`src/sv/dpc_pkg.sv`:
```
// ----------------------------------------------------------------------------
// Distinct permutation counter package
// Shared widths, constants, state types and the arithmetic unit's structs.
// ----------------------------------------------------------------------------
package dpc_pkg;

   localparam int SYM_W      = 8;
   localparam int POS_W      = 8;
   localparam int OCC_W      = 8;
   localparam int COUNT_W    = 64;
   localparam int DIGIT_W    = 8;
   localparam int ALPHABET   = 1 << SYM_W;
   localparam int MUL_STEPS  = COUNT_W / DIGIT_W;
   localparam int DIV_STEPS  = COUNT_W;
   localparam int STEP_W     = $clog2(DIV_STEPS);
   localparam int DPC_MAX_LEN = 128;

   localparam logic [SYM_W-1:0] NEWLINE_SYM = SYM_W'(10);

   typedef enum logic [1:0] {
      ST_IDLE,
      ST_READ,
      ST_MATH,
      ST_EMIT
   } ctrl_state_type;

   typedef enum logic [1:0] {
      ARITH_IDLE,
      ARITH_MUL,
      ARITH_DIV,
      ARITH_DONE
   } arith_state_type;

   typedef struct packed {
      logic             start;
      logic [POS_W-1:0] mult;
      logic [OCC_W-1:0] divisor;
   } arith_cmd_type;

   typedef struct packed {
      logic done;
      logic ovf;
   } arith_stat_type;

endpackage

```
`src/sv/dpc_chan_if.sv`:
```
// ----------------------------------------------------------------------------
// Distinct permutation counter channels
// Valid/ready channels for the symbol words and the count words.
// ----------------------------------------------------------------------------
interface dpc_req_if import dpc_pkg::*; ();
   logic             valid;
   logic             ready;
   logic [SYM_W-1:0] symbol;

   modport source (output valid, output symbol, input ready);
   modport sink   (input valid, input symbol, output ready);
endinterface

interface dpc_rsp_if import dpc_pkg::*; ();
   logic               valid;
   logic               ready;
   logic [COUNT_W-1:0] arrangements;
   logic               overflow;
   logic               word_done;

   modport source (output valid, output arrangements, output overflow, output word_done,
                   input ready);
   modport sink   (input valid, input arrangements, input overflow, input word_done,
                   output ready);
endinterface

```
`src/sv/dpc_arith.sv`:
```
// ----------------------------------------------------------------------------
// Distinct permutation counter arithmetic unit
// Multiplies the count by the position one byte per cycle, then, unless the
// product overflows, divides it by the occurrence count one quotient bit per cycle.
// ----------------------------------------------------------------------------
module dpc_arith import dpc_pkg::*; (
   input  logic               clock,
   input  logic               reset,
   input  arith_cmd_type      cmd,
   input  logic [COUNT_W-1:0] count,
   output arith_stat_type     stat,
   output logic [COUNT_W-1:0] result
);

   localparam logic [STEP_W-1:0] MUL_LAST = STEP_W'(MUL_STEPS - 1);
   localparam logic [STEP_W-1:0] DIV_LAST = STEP_W'(DIV_STEPS - 1);

   arith_state_type      state_ff, state_in;
   logic [STEP_W-1:0]    step_ff;
   logic [COUNT_W-1:0]   acc_ff;
   logic [DIGIT_W-1:0]   carry_ff;
   logic [POS_W-1:0]     mult_ff;
   logic [OCC_W-1:0]     div_ff;
   logic [OCC_W-1:0]     rem_ff, rem_in;
   logic                 ovf_ff;
   logic [2*DIGIT_W-1:0] prod;
   logic [OCC_W:0]       trial;
   logic                 qbit;

   always_comb begin
      prod = (2*DIGIT_W)'(acc_ff[DIGIT_W-1:0]) * (2*DIGIT_W)'(mult_ff)
           + (2*DIGIT_W)'(carry_ff);
      trial = {rem_ff, acc_ff[COUNT_W-1]};
      qbit  = (trial >= {1'b0, div_ff});
      rem_in = qbit ? OCC_W'(trial - {1'b0, div_ff}) : trial[OCC_W-1:0];
   end

   always_comb begin
      state_in = state_ff;
      unique case (state_ff)
         ARITH_IDLE: begin
            if (cmd.start) state_in = ARITH_MUL;
         end
         ARITH_MUL: begin
            if (step_ff == MUL_LAST) begin
               state_in = (prod[2*DIGIT_W-1:DIGIT_W] != '0) ? ARITH_DONE : ARITH_DIV;
            end
         end
         ARITH_DIV: begin
            if (step_ff == DIV_LAST) state_in = ARITH_DONE;
         end
         ARITH_DONE: state_in = ARITH_IDLE;
         default:    state_in = ARITH_IDLE;
      endcase
   end

   always_comb begin
      stat.done = (state_ff == ARITH_DONE);
      stat.ovf  = ovf_ff;
      result    = acc_ff;
   end

   always_ff @(posedge clock) begin
      if (reset) begin
         state_ff <= ARITH_IDLE;
      end else begin
         state_ff <= state_in;
      end
   end

   always_ff @(posedge clock) begin
      unique case (state_ff)
         ARITH_IDLE: begin
            acc_ff   <= count;
            mult_ff  <= cmd.mult;
            div_ff   <= cmd.divisor;
            carry_ff <= '0;
            rem_ff   <= '0;
            step_ff  <= '0;
            ovf_ff   <= 1'b0;
         end
         ARITH_MUL: begin
            acc_ff   <= {prod[DIGIT_W-1:0], acc_ff[COUNT_W-1:DIGIT_W]};
            carry_ff <= prod[2*DIGIT_W-1:DIGIT_W];
            ovf_ff   <= (step_ff == MUL_LAST) && (prod[2*DIGIT_W-1:DIGIT_W] != '0);
            step_ff  <= (step_ff == MUL_LAST) ? '0 : step_ff + 1'b1;
         end
         ARITH_DIV: begin
            acc_ff  <= {acc_ff[COUNT_W-2:0], qbit};
            rem_ff  <= rem_in;
            step_ff <= step_ff + 1'b1;
         end
         default: begin
         end
      endcase
   end

endmodule

```
`src/sv/distinct_permutation_counter.sv`:
```
// ----------------------------------------------------------------------------
// Distinct permutation counter
// Keeps the running count of distinct arrangements of a byte-wise word.
// ----------------------------------------------------------------------------
// Each symbol word returns one count word. After acceptance a symbol passes
// through a read of the occurrence store, the byte-serial multiply by the
// position, the bit-serial division by the occurrence count, the arithmetic
// unit's report and the load of the output register; no new symbol is
// accepted until it is through, and the divider loop is the longest step. A
// product that overflows skips the division, and a newline or a symbol
// arriving once the count has saturated skips the arithmetic altogether. One
// word is processed at a time; the next symbol is taken as soon as its
// predecessor has moved into the output register.
module distinct_permutation_counter import dpc_pkg::*; #(
   parameter int MAX_LEN = DPC_MAX_LEN
) (
   input logic        clock,
   input logic        reset,
   dpc_req_if.sink    req_ch,
   dpc_rsp_if.source  rsp_ch
);

   localparam logic [POS_W-1:0] MAX_POS = POS_W'(MAX_LEN);

   ctrl_state_type     state_ff, state_in;
   logic [SYM_W-1:0]   sym_ff;
   logic [OCC_W-1:0]   occ_mem [ALPHABET];
   logic [OCC_W-1:0]   occ_rd_ff;
   logic [ALPHABET-1:0] seen_ff;
   logic               seen_rd_ff;
   logic [POS_W-1:0]   position_ff;
   logic [COUNT_W-1:0] count_ff;
   logic               sat_ff;
   logic               done_ff;
   logic               rsp_valid_ff;
   logic [COUNT_W-1:0] rsp_count_ff;
   logic               rsp_ovf_ff;
   logic               rsp_done_ff;

   logic               take;
   logic               emit_go;
   logic               is_newline;
   logic [POS_W-1:0]   pos_next;
   logic [OCC_W-1:0]   occ_next;
   logic [OCC_W-1:0]   divisor;
   arith_cmd_type      arith_cmd;
   arith_stat_type     arith_stat;
   logic [COUNT_W-1:0] arith_result;

   always_comb begin
      is_newline = (sym_ff == NEWLINE_SYM);
      pos_next   = position_ff + 1'b1;
      occ_next   = (seen_rd_ff ? occ_rd_ff : '0) + 1'b1;
      divisor    = (occ_next == '0) ? OCC_W'(1) : occ_next;
   end

   always_comb begin
      state_in = state_ff;
      unique case (state_ff)
         ST_IDLE: begin
            if (req_ch.valid) state_in = ST_READ;
         end
         ST_READ: state_in = (is_newline || sat_ff) ? ST_EMIT : ST_MATH;
         ST_MATH: begin
            if (arith_stat.done) state_in = ST_EMIT;
         end
         ST_EMIT: begin
            if (!rsp_valid_ff || rsp_ch.ready) state_in = ST_IDLE;
         end
         default: state_in = ST_IDLE;
      endcase
   end

   always_comb begin
      req_ch.ready      = (state_ff == ST_IDLE);
      take              = (state_ff == ST_IDLE) && req_ch.valid;
      emit_go           = (state_ff == ST_EMIT) && (!rsp_valid_ff || rsp_ch.ready);
      arith_cmd.start   = (state_ff == ST_READ) && !is_newline && !sat_ff;
      arith_cmd.mult    = pos_next;
      arith_cmd.divisor = divisor;
   end

   always_ff @(posedge clock) begin
      if (reset) begin
         state_ff <= ST_IDLE;
      end else begin
         state_ff <= state_in;
      end
   end

   always_ff @(posedge clock) begin
      if (take) begin
         occ_rd_ff <= occ_mem[req_ch.symbol];
      end
      if ((state_ff == ST_READ) && !is_newline) begin
         occ_mem[sym_ff] <= occ_next;
      end
   end

   always_ff @(posedge clock) begin
      if (take) begin
         sym_ff     <= req_ch.symbol;
         seen_rd_ff <= seen_ff[req_ch.symbol];
      end
   end

   always_ff @(posedge clock) begin
      if (reset) begin
         seen_ff     <= '0;
         position_ff <= '0;
         count_ff    <= COUNT_W'(1);
         sat_ff      <= 1'b0;
         done_ff     <= 1'b0;
      end else begin
         if (state_ff == ST_READ) begin
            done_ff <= is_newline || (pos_next >= MAX_POS);
            if (!is_newline) begin
               seen_ff[sym_ff] <= 1'b1;
               position_ff     <= pos_next;
            end
         end
         if ((state_ff == ST_MATH) && arith_stat.done) begin
            if (arith_stat.ovf) begin
               count_ff <= '1;
               sat_ff   <= 1'b1;
            end else begin
               count_ff <= arith_result;
            end
         end
         if (emit_go && done_ff) begin
            seen_ff     <= '0;
            position_ff <= '0;
            count_ff    <= COUNT_W'(1);
            sat_ff      <= 1'b0;
         end
      end
   end

   always_ff @(posedge clock) begin
      if (reset) begin
         rsp_valid_ff <= 1'b0;
      end else if (emit_go) begin
         rsp_valid_ff <= 1'b1;
      end else if (rsp_ch.ready) begin
         rsp_valid_ff <= 1'b0;
      end
   end

   always_ff @(posedge clock) begin
      if (emit_go) begin
         rsp_count_ff <= count_ff;
         rsp_ovf_ff   <= sat_ff;
         rsp_done_ff  <= done_ff;
      end
   end

   assign rsp_ch.valid        = rsp_valid_ff;
   assign rsp_ch.arrangements = rsp_count_ff;
   assign rsp_ch.overflow     = rsp_ovf_ff;
   assign rsp_ch.word_done    = rsp_done_ff;

   dpc_arith u_arith (
      .clock  (clock),
      .reset  (reset),
      .cmd    (arith_cmd),
      .count  (count_ff),
      .stat   (arith_stat),
      .result (arith_result)
   );

   // The arithmetic unit only finishes while the controller waits for it.
   assert property (@(posedge clock) disable iff (reset)
      arith_stat.done |-> (state_ff == ST_MATH))
      else $error("arithmetic result arrived outside the math phase");

   // A saturated count is never sent through the multiplier again.
   assert property (@(posedge clock) disable iff (reset)
      (state_ff == ST_MATH) |-> !sat_ff)
      else $error("arithmetic started on a saturated count");

   // A word never stays open at its length limit.
   assert property (@(posedge clock) disable iff (reset)
      (state_ff == ST_IDLE) |-> (position_ff < MAX_POS))
      else $error("word position reached the length limit while idle");

   // A closed word leaves the count cleared for the next one.
   assert property (@(posedge clock) disable iff (reset)
      (emit_go && done_ff) |=> ((count_ff == COUNT_W'(1)) && !sat_ff))
      else $error("word state not cleared after the closing word");

endmodule
```
`src/flat_wrapper.sv`:
```
// flat-port wrapper written by rule: the top's interface ports become plain ports
module distinct_permutation_counter_flat import dpc_pkg::*;
#(
   parameter int MAX_LEN = DPC_MAX_LEN
)
  (clock, reset, req_ch_valid, req_ch_symbol, req_ch_ready, rsp_ch_valid, rsp_ch_arrangements, rsp_ch_overflow, rsp_ch_word_done, rsp_ch_ready);
  dpc_req_if req_ch_i ();
  dpc_rsp_if rsp_ch_i ();
  input logic clock;
  input logic reset;
  input wire logic [$bits(req_ch_i.valid)-1:0] req_ch_valid;
  input wire logic [$bits(req_ch_i.symbol)-1:0] req_ch_symbol;
  output wire logic [$bits(req_ch_i.ready)-1:0] req_ch_ready;
  output wire logic [$bits(rsp_ch_i.valid)-1:0] rsp_ch_valid;
  output wire logic [$bits(rsp_ch_i.arrangements)-1:0] rsp_ch_arrangements;
  output wire logic [$bits(rsp_ch_i.overflow)-1:0] rsp_ch_overflow;
  output wire logic [$bits(rsp_ch_i.word_done)-1:0] rsp_ch_word_done;
  input wire logic [$bits(rsp_ch_i.ready)-1:0] rsp_ch_ready;
  assign req_ch_i.valid = req_ch_valid;
  assign req_ch_i.symbol = req_ch_symbol;
  assign req_ch_ready = req_ch_i.ready;
  assign rsp_ch_valid = rsp_ch_i.valid;
  assign rsp_ch_arrangements = rsp_ch_i.arrangements;
  assign rsp_ch_overflow = rsp_ch_i.overflow;
  assign rsp_ch_word_done = rsp_ch_i.word_done;
  assign rsp_ch_i.ready = rsp_ch_ready;
  distinct_permutation_counter #(.MAX_LEN(MAX_LEN)) u_core (.clock(clock), .reset(reset), .req_ch(req_ch_i), .rsp_ch(rsp_ch_i));
endmodule
```
`config.mk`:
```
export PLATFORM = sky130hd
export DESIGN_NAME = distinct_permutation_counter_flat
export DESIGN_NICKNAME = d
export VERILOG_FILES = /design/src/sv/dpc_pkg.sv /design/src/sv/dpc_chan_if.sv /design/src/sv/dpc_arith.sv /design/src/sv/distinct_permutation_counter.sv /design/src/flat_wrapper.sv
export SDC_FILE = /design/constraint.sdc
export NUM_CORES = 2
export LEC_CHECK = 0
export BUFFER_PORTS_ARGS = -buffer_cell sky130_fd_sc_hd__buf_2
export CORE_MARGIN = 8
export CORE_UTILIZATION = 43
export CTS_CLUSTER_DIAMETER = 150
export DETAILED_ROUTE_END_ITERATION = 7
export MAX_ROUTING_LAYER = met4
export PLACE_DENSITY = 0.66
export SETUP_SLACK_MARGIN = 0.05
export SLEW_MARGIN = 20
export SYNTH_ARGS = -nofsm -noshare
export SYNTH_HDL_FRONTEND = slang
export SYNTH_SLANG_ARGS = --single-unit
```
`constraint.sdc`:
```
create_clock -name clock -period 14.08 [get_ports clock]
set_clock_uncertainty 0.05 [all_clocks]
set_input_delay 2.816 -clock clock [delete_from_list [all_inputs] [get_ports clock]]
set_output_delay 2.816 -clock clock [all_outputs]
set_load 0.05 [all_outputs]
```
==> flow_summary.yaml <==
drt:
  drtAntennaViolNets: 0
  viasPerCell: 5.82
  drtIter0Drc: 6002
  drc: 0
  first_pass_iters: 6
  wl_per_cell_um: 26.5
  drt-total-wl_mm: 243
  dr_total_vias: 53200
yosys:
  synth_top_area_frac: 0.661
  synth_edf_count: 2234
  ys_seq_elements: 2569
  synth_common_cells: "edfxtp_1, nor2_1, mux4_2, dfxtp_1, clkbuf_1"
  yosys.area.top_type: "edfxtp_1"
  yosysUniqueCellTypes: 63
  synthArstFlopShare: 0
  synth_flop_cell: "edfxtp_1"
  yosysMostFrequentCell: "edfxtp_1"
  ys_seq_area_frac: 0.727
  post_synth.cell_area_avg_sq_um: 17.9
  synthCells: 5670
  synth.area.top_cells: "edfxtp_1, mux4_2, dfxtp_1, nor2_1, mux2i_1"
  yosys_warnings: 0
  synth_area_sq_um: 101000
floorplanning:
  coreArea_sq_um: 235000
  initial_core_util: 0.432
  die_h_um: 502
  die_area_sq_um: 252000
  rows: 178
  dieWidth_um: 502
  ioPinCount: 80
clocking:
  cts-root-buf: "clkbuf_16"
  clock-sinks: 2569
  ctsResizeCount: 0
  clock_path_buffers: 4
  cts_tree: "yes"
  post_cts.repair.setup_buffers: 0
  htreeDepth: 5
  clk_latency_ns: 0.92
  numCtsBuffers: 275
  cts.clk_slew.worst_paths_ns: 0.06
  holdBufCountCts: 0
sta:
  slew_headroom: 0.224
  fin_crit_sh: 0.456
  finalCriticalPeriod_ns: 6.42
  grt_setup_unrepaired: "no"
  maxSlewViolCount: 0
  layout_setup_ws_ns: 7.66
  setup_tns_ns: 0
  max_freq_mhz: 156
  hold_violations: 0
  setup_viol: 0
  worst_pin_slew_ns: 1.16
  hold_slack_ns: 0.403
setup_path:
  arrival_ns: 6.97
  setup.worst_path.start_class: "primary input"
  cp_max_fo: 50
  cp-end-kind: "register"
  path_cells: "buf_8 > buf_4 > buf_4 > mux4_2 > mux4_2 > a21oi_1 > a21oi_1 > o21ai_0 > a31oi_1"
  cp_slowest_cell: "o21ai_0"
  required_ns: 14.64
  max_stage_delay_ns: 0.80
  worst-setup-path-type: "in -> reg"
cells_and_area:
  area_growth_pct: 12.2
  fill_cells: 19100
  fin_util: 0.485
  multiInputGateArea_sq_um: 26000
  drive_above_1_share: 0.204
  register_area_sq_um: 73800
  final_cells: 9146
  final_nets: 5903
place:
  place_ws_ns: 6.80
  place_hpwl_mm: 144
  dp.cells: 8661
  gp_congestion: 0.833
  io_buffers: 79
pwr:
  ir_drop_mv: 0.115
  p_leak_nw: 37.0
  power_density_nw_per_um2: 163
run_status:
  outcome: "completed"
global_routing:
  grt_pass1_wl_mm: 357
  grt.total_usage: 0.195
  grt-ovfl-total: 0
  grt_max_degree: 128
  antenna_found_initial: 7
  grt_pass1_vias: 53000
flow_run:
  cap_violations: 0
worst_hold_path:
  worstHoldPathType: "reg -> reg"
-- placed cells by master (no fill, tap or decap), types with 41 or more instances in the layout --
cell / synthesis / final
o21ai_0: 50 / 50
nor3_1: 140 / 140
edfxtp_1: 2234 / 2234
a22oi_1: 88 / 88
a21oi_1: 127 / 126
clkbuf_1: 212 / 68
inv_1: 88 / 87
buf_4: 44 / 82
mux4_2: 594 / 594
buf_2: 43 / 74
dfxtp_1: 335 / 335
mux2i_1: 154 / 154
nand2_1: 94 / 88
ha_1: 57 / 53
clkbuf_16: 0 / 282
nor2_1: 868 / 850
fa_1: 45 / 45
a211oi_1: 49 / 49
o21a_1: 41 / 41
o22ai_1: 57 / 57
and2_1: 61 / 54
-- kinds of logic after synthesis --
family,count (synthesis),share of synthesized area
AO/OA/AOI/OAI,503,0.0328
XOR/XNOR,33,0.00285
adder cells (fa/ha/maj),102,0.0159
buffers and inverters,420,0.0187
flip-flops,2569,0.727
multiplexers,768,0.149
other,1,0.0000370
AND/OR/NAND/NOR,1274,0.0532
-- final timing paths --
kind	from	end	slack [ns]	depth (start not counted)
setup reg to reg	u_core.u_arith.result[5]	u_core.u_arith.ovf_ff	8.62	16
hold / removal	u_core.seen_ff[10]	u_core.seen_ff[10]	0.40	1
setup / recovery	req_ch_symbol[0]	u_core.occ_rd_ff[4]	7.66	9
hold reg to reg	u_core.seen_ff[10]	u_core.seen_ff[10]	0.40	1
-- registers in the layout, summed over array words and instances, names as in the netlist, 8 cells and up --
signal	count
u_core.occ_mem	2048
u_core.seen_ff	256
u_core.count_ff	64
u_core.rsp_ch.arrangements	64
u_core.u_arith.result	64
u_core.occ_rd_ff	8
u_core.position_ff	8
u_core.sym_ff	8
u_core.u_arith.carry_ff	8
u_core.u_arith.div_ff	8
u_core.u_arith.mult_ff	8
u_core.u_arith.rem_ff	8
-- cell type report --
type / instances / area share
diodes: 5 / 0.000110
clock inverters: 105 / 0.00860
multi-input cells: 2688 / 0.228
clock buffers: 374 / 0.0671
repair buffers: 167 / 0.0104
flip-flops and latches: 2569 / 0.648
well taps: 3150 / 0.0346
inverters: 88 / 0.00290
-- critical path: cells and delay by family --
family | cells | cell delay (ns)
multiplexers | 2 | 1.11
AO/OA/AOI/OAI | 4 | 1.16
buffers and inverters | 3 | 1.68
-- metal layers --
metal | vias to the layer above | global-route usage | wire [um] | share of wire
li1 | 22500 | - | - | -
met5 | - | - | 0 | 0
met4 | 0 | 0.0625 | 7890 | 0.033
met1 | 27900 | 0.265 | 101000 | 0.42
met2 | 2303 | 0.299 | 114000 | 0.47
met3 | 462 | 0.0372 | 19500 | 0.080
-- stage by stage --
stage / cell area (sq um) / power [W]
3_5_place_dp: 105000 / 0.0118
3_3_place_gp: 105000 / 0.0117
5_1_grt: 114000 / 0.0192
6_report: 114000 / 0.0186
4_1_cts: 114000 / 0.0187
2_1_floorplan: 101000 / 0.0110
-- power breakdown --
| part | internal, W | switching (W) | total [W] | leakage (nW) |
|---|---|---|---|---|
| Clock | 0.00411 | 0.00286 | 0.00697 | 4.21 |
| Combinational | 0.000609 | 0.00175 | 0.00236 | 9.53 |
| Sequential | 0.00909 | 0.000153 | 0.00924 | 23.3 |
(Power assumes the default switching activity.)
